==> src/rtl/transfer_function_color_lookup_macros.svh <==
// Assertion macros shared by the transfer function lookup RTL.
// Depends on nothing; included by the modules that carry assertions.
`ifndef TRANSFER_FUNCTION_COLOR_LOOKUP_MACROS_SVH
`define TRANSFER_FUNCTION_COLOR_LOOKUP_MACROS_SVH
`ifndef SYNTHESIS
// Same-cycle property, reset-qualified.
`define TFCL_ASSERT(lbl, clk, rstn, prop) \
  lbl: assert property (@(posedge clk) disable iff (!rstn) (prop)) \
    else $error("assertion failed");
// Next-cycle implication, reset-qualified.
`define TFCL_ASSERT_NEXT(lbl, clk, rstn, ante, cons) \
  lbl: assert property (@(posedge clk) disable iff (!rstn) (ante) |=> (cons)) \
    else $error("assertion failed");
`else
`define TFCL_ASSERT(lbl, clk, rstn, prop)
`define TFCL_ASSERT_NEXT(lbl, clk, rstn, ante, cons)
`endif
`endif

==> src/rtl/tfcl_pkg.sv <==
// Package of the transfer function lookup: sizes, codes and payload types.
// No dependencies; used by every RTL file of the block but the assertion macro header.
`default_nettype none
package tfcl_pkg;

  localparam int MAX_CONTROLS = 16;
  localparam int ALPHA_DEPTH  = 256;
  localparam int MAP_DEPTH    = 4096;

  localparam int SLOT_W   = 4;
  localparam int AIDX_W   = 8;
  localparam int MIDX_W   = 12;
  localparam int VAL_W    = 16;
  localparam int RES_W    = 13;
  localparam int ACNT_W   = 9;
  localparam int CCNT_W   = 5;
  localparam int CFG_IDX_W  = 2;
  localparam int CFG_DATA_W = 13;

  // Divider sizing: dividend, divisor, quotient steps.
  localparam int DVD_W     = 46;
  localparam int DSR_W     = 30;
  localparam int DIV_STEPS = 21;
  localparam int DCNT_W    = 5;

  typedef enum logic [1:0] {
    CMD_WRITE_CP    = 2'd0,
    CMD_WRITE_ALPHA = 2'd1,
    CMD_LOOKUP      = 2'd2
  } cmd_e;

  typedef enum logic [CFG_IDX_W-1:0] {
    REG_MAP_RES   = 2'd0,
    REG_ALPHA_CNT = 2'd1,
    REG_CTRL_CNT  = 2'd2
  } cfg_reg_e;

  typedef struct packed {
    logic [1:0]        command;
    logic [SLOT_W-1:0] slot;
    logic [VAL_W-1:0]  position;
    logic [VAL_W-1:0]  red_in;
    logic [VAL_W-1:0]  green_in;
    logic [VAL_W-1:0]  blue_in;
    logic [AIDX_W-1:0] alpha_index;
    logic [VAL_W-1:0]  alpha_in;
    logic [MIDX_W-1:0] map_index;
  } req_t;

  typedef struct packed {
    logic             valid_res;
    logic [VAL_W-1:0] red_out;
    logic [VAL_W-1:0] green_out;
    logic [VAL_W-1:0] blue_out;
    logic [VAL_W-1:0] alpha_out;
  } res_t;

  typedef struct packed {
    logic              load;
    logic              write_cp;
    logic              write_alpha;
    logic              scan_rd;
    logic [SLOT_W-1:0] scan_addr;
    logic              fdiv_start;
    logic              fetch;
    logic              prod;
    logic              div_start;
    logic              out_load;
    logic              out_zero;
  } ctrl_cmd_t;

  typedef struct packed {
    logic [CCNT_W-1:0] n_eff;
    logic              fdiv_busy;
    logic              div_busy;
  } dp_status_t;

endpackage
`default_nettype wire

==> src/rtl/tfcl_ctrl.sv <==
// Controller: sequences writes, control point scan, divisions and result.
// Depends on tfcl_pkg and the assertion macro header.
`default_nettype none
`include "transfer_function_color_lookup_macros.svh"
module tfcl_ctrl (
  input  logic                 clk_i,
  input  logic                 rst_ni,
  input  logic                 req_valid_i,
  input  logic [1:0]           req_command_i,
  input  logic                 res_ready_i,
  output logic                 in_ready_o,
  output logic                 out_valid_o,
  output tfcl_pkg::ctrl_cmd_t  cmd_o,
  input  tfcl_pkg::dp_status_t status_i
);
  typedef enum logic [8:0] {
    ST_IDLE     = 9'b000000001,
    ST_SCAN     = 9'b000000010,
    ST_SCAN_END = 9'b000000100,
    ST_WAIT_F   = 9'b000001000,
    ST_FETCH    = 9'b000010000,
    ST_PROD     = 9'b000100000,
    ST_DIV_GO   = 9'b001000000,
    ST_DIV_WAIT = 9'b010000000,
    ST_RESULT   = 9'b100000000
  } state_e;

  state_e state_q, state_d;
  logic [tfcl_pkg::SLOT_W-1:0] cnt_q, cnt_d;
  logic zero_q, zero_d;
  logic out_valid_q, out_valid_d;
  logic accept;
  logic [tfcl_pkg::CCNT_W-1:0] n_m1;

  assign in_ready_o  = (state_q == ST_IDLE);
  assign accept      = req_valid_i & in_ready_o;
  assign out_valid_o = out_valid_q;
  assign n_m1        = status_i.n_eff - 5'd1;

  always_comb begin
    state_d = state_q;
    cnt_d   = cnt_q;
    zero_d  = zero_q;
    out_valid_d = out_valid_q & ~res_ready_i;
    cmd_o   = '0;
    cmd_o.scan_addr = cnt_q;
    unique case (state_q)
      ST_IDLE: begin
        if (accept) begin
          cmd_o.load = 1'b1;
          cnt_d      = '0;
          zero_d     = 1'b1;
          state_d    = ST_RESULT;
          if (req_command_i == tfcl_pkg::CMD_WRITE_CP) begin
            cmd_o.write_cp = 1'b1;
          end else if (req_command_i == tfcl_pkg::CMD_WRITE_ALPHA) begin
            cmd_o.write_alpha = 1'b1;
          end else if (req_command_i == tfcl_pkg::CMD_LOOKUP &&
                       status_i.n_eff != '0) begin
            zero_d  = 1'b0;
            state_d = ST_SCAN;
          end
        end
      end
      ST_SCAN: begin
        cmd_o.scan_rd    = 1'b1;
        cmd_o.fdiv_start = (cnt_q == '0);
        if ({1'b0, cnt_q} == n_m1) begin
          state_d = ST_SCAN_END;
        end else begin
          cnt_d = cnt_q + 1'b1;
        end
      end
      ST_SCAN_END: state_d = ST_WAIT_F;
      ST_WAIT_F: begin
        if (!status_i.fdiv_busy) state_d = ST_FETCH;
      end
      ST_FETCH: begin
        cmd_o.fetch = 1'b1;
        state_d     = ST_PROD;
      end
      ST_PROD: begin
        cmd_o.prod = 1'b1;
        state_d    = ST_DIV_GO;
      end
      ST_DIV_GO: begin
        cmd_o.div_start = 1'b1;
        state_d         = ST_DIV_WAIT;
      end
      ST_DIV_WAIT: begin
        if (!status_i.div_busy) state_d = ST_RESULT;
      end
      ST_RESULT: begin
        if (!out_valid_q || res_ready_i) begin
          cmd_o.out_load = 1'b1;
          cmd_o.out_zero = zero_q;
          out_valid_d    = 1'b1;
          state_d        = ST_IDLE;
        end
      end
      default: state_d = ST_IDLE;
    endcase
  end

  always_ff @(posedge clk_i or negedge rst_ni) begin
    if (!rst_ni) begin
      state_q     <= ST_IDLE;
      cnt_q       <= '0;
      zero_q      <= 1'b1;
      out_valid_q <= 1'b0;
    end else begin
      state_q     <= state_d;
      cnt_q       <= cnt_d;
      zero_q      <= zero_d;
      out_valid_q <= out_valid_d;
    end
  end

  `TFCL_ASSERT_NEXT(a_accept_blocks, clk_i, rst_ni, accept, !in_ready_o)
  `TFCL_ASSERT(a_scan_in_range, clk_i, rst_ni, cmd_o.scan_rd |-> ({1'b0, cmd_o.scan_addr} < status_i.n_eff))
  `TFCL_ASSERT_NEXT(a_div_runs, clk_i, rst_ni, cmd_o.div_start, status_i.div_busy)
  `TFCL_ASSERT(a_no_overwrite, clk_i, rst_ni, cmd_o.out_load |-> (!out_valid_q || res_ready_i))
endmodule
`default_nettype wire

==> config.mk <==
export PLATFORM = sky130hd
export DESIGN_NAME = tfcl_ctrl
export DESIGN_NICKNAME = d
export VERILOG_FILES = /design/src/rtl/tfcl_pkg.sv /design/src/rtl/tfcl_ctrl.sv
export VERILOG_INCLUDE_DIRS = /design/src /design/src/rtl
export SDC_FILE = /design/constraint.sdc
export NUM_CORES = 1
export LEC_CHECK = 0
export ABC_CLOCK_PERIOD_IN_PS = 1900
export BUFFER_PORTS_ARGS = -buffer_cell sky130_fd_sc_hd__buf_4
export CAP_MARGIN = 20
export CORE_UTILIZATION = 45
export CTS_BUF_LIST = sky130_fd_sc_hd__clkbuf_4 sky130_fd_sc_hd__clkbuf_8
export CTS_CLUSTER_SIZE = 16
export DETAILED_ROUTE_END_ITERATION = 16
export GPL_ROUTABILITY_DRIVEN = 1
export PLACE_DENSITY_LB_ADDON = 0.12
export REMOVE_ABC_BUFFERS = 1
export SETUP_SLACK_MARGIN = 0.2
export SYNTH_ARGS = -nofsm -noshare
export SYNTH_HDL_FRONTEND = slang
export SYNTH_SLANG_ARGS = --single-unit
export TNS_END_PERCENT = 50
==> constraint.sdc <==
create_clock -name clk_i -period 1.9 [get_ports clk_i]
set_input_delay 0.19 -clock clk_i [delete_from_list [all_inputs] [get_ports clk_i]]
set_output_delay 0.19 -clock clk_i [all_outputs]
set_load 0.02 [all_outputs]
==> run_summary.xml, run 1 <==
<?xml version="1.0" encoding="UTF-8"?>
<metrics>
  <group name="synth">
    <metric name="synth-edff-count" unit="">0</metric>
    <metric name="synth.distinct_cells" unit="">40</metric>
    <metric name="synthMostInstantiatedCell" unit="">sky130_fd_sc_hd__dfrtp_1</metric>
    <metric name="yosys_warnings" unit="">0</metric>
    <metric name="ys_seq_area_share" unit="%">35.8</metric>
    <metric name="synth.area.top_cells" unit="">sky130_fd_sc_hd__dfrtp_1, sky130_fd_sc_hd__xnor2_1, sky130_fd_sc_hd__dfstp_2, sky130_fd_sc_hd__inv_1, sky130_fd_sc_hd__ha_1</metric>
    <metric name="synth.top_cell.area_share" unit="%">30.8</metric>
    <metric name="syn_inst" unit="">119</metric>
    <metric name="post_synth.cell_area_avg" unit="sq um">8.87</metric>
    <metric name="netlist_area_before_placement" unit="sq um">1060</metric>
    <metric name="most_used_flip_flop_cell_after_synthesis" unit="">sky130_fd_sc_hd__dfrtp_1</metric>
    <metric name="synth_top_cell_by_area" unit="">sky130_fd_sc_hd__dfrtp_1</metric>
    <metric name="asyncSetResetFlopFracSynth" unit="%">100</metric>
    <metric name="synthesized_flop_and_latch_total" unit="">15</metric>
    <metric name="post_synth_most_frequent_cells" unit="">sky130_fd_sc_hd__dfrtp_1, sky130_fd_sc_hd__inv_1, sky130_fd_sc_hd__nor2_1</metric>
  </group>
  <group name="sta">
    <metric name="hold_violations" unit="">0</metric>
    <metric name="rsz0062_at_grt" unit="">yes</metric>
    <metric name="final.setup_skew" unit="ps">15.6</metric>
    <metric name="finalSetupTns" unit="ps">-1910</metric>
    <metric name="setup_viol" unit="">16</metric>
    <metric name="max-slew-margin-rel" unit="%">69.9</metric>
    <metric name="timing.fmax" unit="MHz">467</metric>
    <metric name="slew_at_the_pin_closest_to_its_max_slew_limit" unit="ps">451</metric>
    <metric name="final.setup.worst_slack" unit="ps">-240</metric>
    <metric name="drv_slew" unit="">0</metric>
    <metric name="post-route-min-period" unit="ps">2140</metric>
    <metric name="period_share" unit="%">113</metric>
  </group>
  <group name="critical_path">
    <metric name="worst-path-max-fanout" unit="">4</metric>
    <metric name="worst_setup_path_start_kind" unit="">register</metric>
    <metric name="timing.critical_path.required" unit="ps">1710</metric>
    <metric name="timing.critical_path.cells" unit="">or3_4, nor3_4, and3_4, inv_2, nor4b_2, buf_4</metric>
    <metric name="cp.buffers_inverters" unit="">2</metric>
    <metric name="critPathSlowestCell" unit="">sky130_fd_sc_hd__or3_4</metric>
    <metric name="worst_path_dominant_cell_family" unit="">simple AND/OR/NAND/NOR gates</metric>
    <metric name="setup.worst_path.end_class" unit="">output port</metric>
    <metric name="reg2reg_setup_slack" unit="ps">-240</metric>
    <metric name="arrival" unit="ps">1950</metric>
    <metric name="setup.worst_path.class" unit="">register to output port</metric>
    <metric name="critical_path.max_stage_delay" unit="ps">400</metric>
  </group>
  <group name="place">
    <metric name="dp_cells" unit="">182</metric>
    <metric name="gp_routability_congestion" unit="">0.927</metric>
    <metric name="i_o_buffers" unit="">28</metric>
    <metric name="place.detailed.hpwl" unit="mm">1.85</metric>
    <metric name="place_area" unit="sq um">1360</metric>
  </group>
  <group name="floorplanning">
    <metric name="core-area" unit="sq um">2210</metric>
    <metric name="die_height" unit="um">50.4</metric>
    <metric name="ios" unit="">29</metric>
    <metric name="chipWidth" unit="um">50.4</metric>
    <metric name="initial_util" unit="%">47.7</metric>
    <metric name="std_cell_rows" unit="">17</metric>
    <metric name="area_of_the_die" unit="sq um">2540</metric>
  </group>
  <group name="detailed_routing">
    <metric name="routed_wirelength" unit="mm">3.21</metric>
    <metric name="drt_iter0_markers" unit="">32</metric>
    <metric name="drt.antenna.violating_nets" unit="">0</metric>
    <metric name="drt_drc_violations_left" unit="">0</metric>
    <metric name="via_per_inst" unit="">5.54</metric>
    <metric name="detailed_router_iteration_count_before_antenna_repair" unit="">4</metric>
    <metric name="vias" unit="">1136</metric>
    <metric name="drt-wirelength-per-cell" unit="um">15.7</metric>
  </group>
  <group name="cells_and_area">
    <metric name="finalNetCount" unit="">194</metric>
    <metric name="drive_gt1_share" unit="%">52.5</metric>
    <metric name="flow.area_growth_from_synthesis" unit="%">63.2</metric>
    <metric name="finish.utilization" unit="%">77.9</metric>
    <metric name="fin_area" unit="sq um">1720</metric>
    <metric name="n_antenna_cell" unit="">0</metric>
    <metric name="finalNonFillerCells" unit="">205</metric>
  </group>
  <group name="outcome">
    <metric name="failing_checks" unit="">setup timing</metric>
    <metric name="status" unit="">finished, violations left</metric>
  </group>
  <group name="power_and_ir_drop">
    <metric name="post-layout-total-power" unit="mW">2.13</metric>
    <metric name="power_leakage" unit="nW">0.819</metric>
    <metric name="worst_ir_drop_on_vdd" unit="mV">1.18</metric>
    <metric name="pwr_density_cell" unit="nW/um^2">1230</metric>
  </group>
  <group name="worst_hold_path">
    <metric name="holdCritPathClass" unit="">input port to register</metric>
  </group>
  <group name="clocking">
    <metric name="insertion_delay" unit="ps">300</metric>
    <metric name="cts_inserted_buffers" unit="">3</metric>
    <metric name="clock_tree.htree_level_count" unit="">1</metric>
    <metric name="clock_sink_count" unit="">15</metric>
    <metric name="cts_tree" unit="">built</metric>
    <metric name="clkTransAtPathRegs" unit="ps">90</metric>
    <metric name="cts_max_path_bufs" unit="">2</metric>
    <metric name="clock-root-buffer" unit="">sky130_fd_sc_hd__clkbuf_4</metric>
  </group>
  <group name="global_routing">
    <metric name="grt_pass1_vias" unit="">1055</metric>
    <metric name="globalRouteOverflowTotal" unit="">0</metric>
    <metric name="grt_util_all_layers" unit="%">26.5</metric>
    <metric name="grt_antenna_before_repair" unit="">0</metric>
    <metric name="grt_max_degree" unit="">16</metric>
    <metric name="global_route_wire_length_before_repair" unit="mm">4.91</metric>
  </group>
  <group name="flow_run">
    <metric name="max_cap_viol_count" unit="">0</metric>
  </group>
</metrics>
==> layout make-up <==
cell class	count	area (sq um)
Clock inverter	1	5.00
Inverter	14	52.6
Fill cell	151	489
Timing Repair Buffer	56	483
Multi-Input combinational cell	88	746
Tap cell	28	35.0
Sequential cell	15	379
Clock buffer	3	22.5
==> state kept, by name, summed over array words and instances, names as in the netlist <==
register / count
state_q: 9
cnt_q: 4
out_valid_o: 1
zero_q: 1
==> cells by family after synthesis <==
| logic type | Yosys count | synth area share (%) |
|---|---|---|
| adder cells (fa/ha/maj) | 3 | 3.55 |
| AND/OR/NAND/NOR | 56 | 34.6 |
| multiplexers | 2 | 1.90 |
| AO/OA/AOI/OAI | 18 | 10.5 |
| XOR/XNOR | 9 | 7.46 |
| flip-flops | 15 | 35.8 |
| buffers and inverters | 16 | 6.16 |
==> per-stage QoR <==
stage / setup slack (ps) / hold slack, ps
floorplan: -239 / -106
global placement: 71.0 / 57.9
detailed placement: 13.1 / 56.8
CTS: -298 / 90.8
global route: -350 / 92.6
finish: -240 / 88.7
==> repair_timing <==
item	in CTS	in global routing
hold buffers	1	0
resized for setup	26	18
setup endpoints to repair	19	22
pin swaps	13	6
setup buffers	14	4
endpoints found under the hold margin	15	0
cloned	0	0
==> report_power, final <==
group          internal, mW  total (mW)  switching [mW]
Clock                0.0784       0.192           0.113
Combinational         0.738        1.41           0.676
Sequential            0.406       0.521           0.114
==> metal layers <==
layer	vias to the layer above	wire [um]	share of wire [%]	global-route usage, %
met5	-	0	0	0
met4	0	89	2.8	12.5
met3	10	163	5.1	2.73
met2	48	1560	49	44.4
met1	539	1400	43	33.9
li1	539	-	-	-
==> layout by cell type (no fill, tap or decap), types with 3 or more instances in the layout <==
| cell type | Yosys | routed |
|---|---|---|
| sky130_fd_sc_hd__a21oi_1 | 6 | 4 |
| sky130_fd_sc_hd__buf_4 | 1 | 40 |
| sky130_fd_sc_hd__buf_6 | 0 | 14 |
| sky130_fd_sc_hd__clkbuf_4 | 0 | 3 |
| sky130_fd_sc_hd__dfrtp_1 | 13 | 12 |
| sky130_fd_sc_hd__ha_1 | 3 | 3 |
| sky130_fd_sc_hd__inv_1 | 12 | 11 |
| sky130_fd_sc_hd__inv_2 | 2 | 3 |
| sky130_fd_sc_hd__nand2_1 | 8 | 6 |
| sky130_fd_sc_hd__nand3_2 | 1 | 3 |
| sky130_fd_sc_hd__nand4_1 | 3 | 3 |
| sky130_fd_sc_hd__nor2_1 | 9 | 7 |
| sky130_fd_sc_hd__nor3_1 | 5 | 3 |
| sky130_fd_sc_hd__o21ai_0 | 4 | 3 |
| sky130_fd_sc_hd__o21ai_1 | 3 | 3 |
| sky130_fd_sc_hd__xnor2_1 | 7 | 7 |
==> path summary, 6_finish.rpt <==
check,startpoint,end,cells after the start
hold / removal,res_ready_i,out_valid_o$_DFF_PN0_,2
hold reg to reg,zero_q$_DFFE_PN1P_,zero_q$_DFFE_PN1P_,2
setup reg to reg,state_q[5]$_DFFE_PN0P_,state_q[8]$_DFFE_PN0P_,11
min in group asynchronous,rst_ni,state_q[7]$_DFFE_PN0P_,2
max in group asynchronous,rst_ni,zero_q$_DFFE_PN1P_,2
setup / recovery,state_q[5]$_DFFE_PN0P_,cmd_o[5],6
Note: power is estimated with default switching activity, not from simulation.
==> inputs of run 2 (changes only) <==
--- a/config.mk
+++ b/config.mk
@@ -6,6 +6,7 @@
 export SDC_FILE = /design/constraint.sdc
 export NUM_CORES = 1
 export LEC_CHECK = 0
+export ABC_AREA = 1
 export ABC_CLOCK_PERIOD_IN_PS = 1900
 export BUFFER_PORTS_ARGS = -buffer_cell sky130_fd_sc_hd__buf_4
 export CAP_MARGIN = 20
@@ -14,6 +15,7 @@
 export CTS_CLUSTER_SIZE = 16
 export DETAILED_ROUTE_END_ITERATION = 16
 export GPL_ROUTABILITY_DRIVEN = 1
+export GPL_TIMING_DRIVEN = 0
 export PLACE_DENSITY_LB_ADDON = 0.12
 export REMOVE_ABC_BUFFERS = 1
 export SETUP_SLACK_MARGIN = 0.2
==> run 2 against run 1 <==
Against the previous run: the flow now finishes without violations; area after synthesis increased by 16%; flip-flop and latch count stayed put; die area grew 15%; utilization down 13 points; wire length decreased by 12%; register-to-register slack better by 520 ps; clock skew down 11 ps; fmax rose by 21%; non-clock buffer count decreased by 16; design area shrank 5.4%; count of clock-buffer cells in the layout grew 1; critical path type unchanged.
==> run_summary.xml, run 2 <==
<?xml version="1.0" encoding="UTF-8"?>
<metrics>
  <group name="floorplanning">
    <metric name="ios" unit="">29</metric>
    <metric name="initial_util" unit="%">48.5</metric>
    <metric name="die_height" unit="um">54.1</metric>
    <metric name="chipWidth" unit="um">54.1</metric>
    <metric name="area_of_the_die" unit="sq um">2930</metric>
    <metric name="std_cell_rows" unit="">18</metric>
    <metric name="core-area" unit="sq um">2520</metric>
  </group>
  <group name="place">
    <metric name="place.detailed.hpwl" unit="mm">2.15</metric>
    <metric name="gp_routability_congestion" unit="">0.813</metric>
    <metric name="place_area" unit="sq um">1470</metric>
    <metric name="i_o_buffers" unit="">28</metric>
    <metric name="preCtsSetupSlack" unit="ps">263</metric>
  </group>
  <group name="cells_and_area">
    <metric name="n_antenna_cell" unit="">0</metric>
    <metric name="largest_register_ff_count" unit="">9</metric>
    <metric name="finish.utilization" unit="%">64.6</metric>
    <metric name="drive_gt1_share" unit="%">36.8</metric>
    <metric name="max_flop_register" unit="">state_q</metric>
    <metric name="final_common_cell" unit="">sky130_fd_sc_hd__nand2_1</metric>
    <metric name="reg_top3" unit="">state_q (9), cnt_q (4)</metric>
    <metric name="finalNetCount" unit="">237</metric>
    <metric name="flow.area_growth_from_synthesis" unit="%">33.1</metric>
    <metric name="final_cell_mix" unit="">sky130_fd_sc_hd__nand2_1, sky130_fd_sc_hd__buf_4, sky130_fd_sc_hd__inv_1</metric>
    <metric name="fin_area" unit="sq um">1630</metric>
  </group>
  <group name="clocking">
    <metric name="clkTransAtPathRegs" unit="ps">90</metric>
    <metric name="cts_max_path_bufs" unit="">2</metric>
    <metric name="clock-root-buffer" unit="">sky130_fd_sc_hd__clkbuf_4</metric>
    <metric name="clock_tree.htree_level_count" unit="">1</metric>
    <metric name="clock_sink_count" unit="">15</metric>
    <metric name="cts_tree" unit="">built</metric>
    <metric name="insertion_delay" unit="ps">300</metric>
    <metric name="cts_inserted_buffers" unit="">3</metric>
  </group>
  <group name="synth">
    <metric name="post_synth_most_frequent_cells" unit="">sky130_fd_sc_hd__nand2_1, sky130_fd_sc_hd__inv_1, sky130_fd_sc_hd__nor2_1</metric>
    <metric name="synth_top_cell_by_area" unit="">sky130_fd_sc_hd__dfrtp_1</metric>
    <metric name="ys_seq_area_share" unit="%">30.9</metric>
    <metric name="synth.area.top_cells" unit="">sky130_fd_sc_hd__dfrtp_1, sky130_fd_sc_hd__nand2_1, sky130_fd_sc_hd__inv_1, sky130_fd_sc_hd__nand3_1, sky130_fd_sc_hd__nor2_1</metric>
    <metric name="yosys_warnings" unit="">0</metric>
    <metric name="synth.top_cell.area_share" unit="%">26.6</metric>
    <metric name="synth.distinct_cells" unit="">26</metric>
    <metric name="post_synth.cell_area_avg" unit="sq um">6.95</metric>
    <metric name="synth-edff-count" unit="">0</metric>
    <metric name="synthMostInstantiatedCell" unit="">sky130_fd_sc_hd__nand2_1</metric>
    <metric name="netlist_area_before_placement" unit="sq um">1220</metric>
    <metric name="syn_inst" unit="">176</metric>
    <metric name="asyncSetResetFlopFracSynth" unit="%">100</metric>
    <metric name="most_used_flip_flop_cell_after_synthesis" unit="">sky130_fd_sc_hd__dfrtp_1</metric>
    <metric name="synthesized_flop_and_latch_total" unit="">15</metric>
  </group>
  <group name="global_routing">
    <metric name="grt_pass1_vias" unit="">1134</metric>
    <metric name="grt_util_all_layers" unit="%">23.1</metric>
    <metric name="grt-busiest-layer" unit="">met2</metric>
    <metric name="met3_usage" unit="%">6.21</metric>
    <metric name="globalRouteOverflowTotal" unit="">0</metric>
    <metric name="grt_use_met2" unit="%">36.8</metric>
    <metric name="grt_max_degree" unit="">16</metric>
    <metric name="global_route_wire_length_before_repair" unit="mm">4.82</metric>
    <metric name="grt_antenna_before_repair" unit="">0</metric>
    <metric name="grtUsageMet1" unit="%">30.6</metric>
  </group>
  <group name="detailed_routing">
    <metric name="drt-wirelength-per-cell" unit="um">11.4</metric>
    <metric name="drt_drc_violations_left" unit="">0</metric>
    <metric name="via_per_inst" unit="">4.94</metric>
    <metric name="routed_wirelength" unit="mm">2.84</metric>
    <metric name="drt_iter0_markers" unit="">30</metric>
    <metric name="detailed_router_iteration_count_before_antenna_repair" unit="">5</metric>
    <metric name="vias" unit="">1235</metric>
    <metric name="drt.antenna.violating_nets" unit="">0</metric>
  </group>
  <group name="critical_path">
    <metric name="timing.critical_path.cells" unit="">nor2_4, nand2_4, nor2_8, buf_4, nand2_4, nor2_1, buf_4</metric>
    <metric name="critPathSlowestCell" unit="">sky130_fd_sc_hd__dfrtp_1</metric>
    <metric name="worst_setup_path_start_kind" unit="">register</metric>
    <metric name="cp.buffers_inverters" unit="">2</metric>
    <metric name="worst-path-max-fanout" unit="">5</metric>
    <metric name="timing.critical_path.required" unit="ps">1710</metric>
    <metric name="worst_path_dominant_cell_family" unit="">simple AND/OR/NAND/NOR gates</metric>
    <metric name="arrival" unit="ps">1580</metric>
    <metric name="setup.worst_path.end_class" unit="">output port</metric>
    <metric name="critical_path.max_stage_delay" unit="ps">430</metric>
    <metric name="setup.worst_path.class" unit="">register to output port</metric>
  </group>
  <group name="sta">
    <metric name="final.setup_skew" unit="ps">4.22</metric>
    <metric name="finalSetupTns" unit="ps">0</metric>
    <metric name="drv_slew" unit="">0</metric>
    <metric name="post-route-min-period" unit="ps">1770</metric>
    <metric name="setup_viol" unit="">0</metric>
    <metric name="slew_at_the_pin_closest_to_its_max_slew_limit" unit="ps">347</metric>
    <metric name="holdWs" unit="ps">76.2</metric>
    <metric name="timing.fmax" unit="MHz">564</metric>
    <metric name="period_share" unit="%">93.4</metric>
    <metric name="final.setup.worst_slack" unit="ps">126</metric>
    <metric name="max-slew-margin-rel" unit="%">76.8</metric>
    <metric name="rsz0062_at_grt" unit="">yes</metric>
    <metric name="hold_violations" unit="">0</metric>
  </group>
  <group name="worst_hold_path">
    <metric name="holdCritPathClass" unit="">input port to register</metric>
  </group>
  <group name="power_and_ir_drop">
    <metric name="pwr_density_cell" unit="nW/um^2">1080</metric>
    <metric name="worst_ir_drop_on_vdd" unit="mV">1.03</metric>
    <metric name="power_leakage" unit="nW">0.937</metric>
  </group>
  <group name="flow_run">
    <metric name="max_cap_viol_count" unit="">0</metric>
  </group>
  <group name="outcome">
    <metric name="status" unit="">finished clean</metric>
  </group>
</metrics>
==> run 2: timing repair <==
| action | in CTS | in global routing |
|---|---|---|
| hold endpoints to repair | 15 | 0 |
| pin swaps | 7 | 2 |
| resized for setup | 4 | 4 |
| buffers inserted | 10 | 1 |
| hold buffers | 1 | 0 |
| setup endpoints to repair | 6 | 13 |
==> run 2: report_power, final <==
part	leakage, nW	internal (mW)	switching (mW)
clock	0.0184	0.0962	0.108
sequential	0.201	0.397	0.0860
combinational	0.718	0.424	0.641
==> run 2: cell families (layout without fill, tap and decap cells) <==
family,count (synthesis),in the layout,synth area share (%)
xor gates and xnor gates,2,2,1.43
AOI/OAI and AO/OA,10,10,4.91
adders and majority gates,3,3,3.07
DFF,15,15,30.9
and+or+nand+nor,113,113,49.2
buffers and inverters,33,77,10.5
==> run 2: final cells by class <==
type / count / area [sq um]
multi-input combinational: 128 / 749
tap: 30 / 37.5
inverter: 33 / 131
clock buffer: 4 / 30.0
sequential: 15 / 378
fill: 236 / 893
timing repair buffer: 40 / 303
==> run 2: layer usage <==
| layer | part of all wire, % | routed length (um) |
|---|---|---|
| met3 | 5.9 | 168 |
| met2 | 48 | 1350 |
| met4 | 0.18 | 5 |
| met5 | 0 | 0 |
| met1 | 46 | 1310 |
==> run 2: worst paths after layout <==
kind                                        startpoint                endpoint  slack [ps]  cells past startpoint
max in group asynchronous                       rst_ni  state_q[0]$_DFFE_PN1P_        1360                      2
worst max register to register  state_q[5]$_DFFE_PN0P_    cnt_q[3]$_DFFE_PN0P_         280                      8
worst min register to register      zero_q$_DFFE_PN1P_      zero_q$_DFFE_PN1P_         480                      2
min in group asynchronous                       rst_ni    cnt_q[3]$_DFFE_PN0P_         280                      2
worst max-delay path            state_q[5]$_DFFE_PN0P_                cmd_o[5]         130                      7
worst min-delay path                       res_ready_i   out_valid_o$_DFF_PN0_          80                      2
==> run 2: through the flow <==
step | std cells | total power, mW
after floorplan | 176 | 1.17
after global placement | 234 | 1.41
after detailed placement | 234 | 1.44
after CTS | 249 | 1.75
after global routing | 250 | 1.91
final | 250 | 1.75
==> run 2: worst register-to-register path, cell delays in order, from the launching register on <==
cell                      delay, ps
sky130_fd_sc_hd__dfrtp_1        430
sky130_fd_sc_hd__nor2_4         150
sky130_fd_sc_hd__nand2_4         90
sky130_fd_sc_hd__buf_4          150
sky130_fd_sc_hd__buf_4          130
sky130_fd_sc_hd__o31ai_1        270
sky130_fd_sc_hd__nand3_2        160
sky130_fd_sc_hd__nand2_1         90
sky130_fd_sc_hd__nand2_1         50
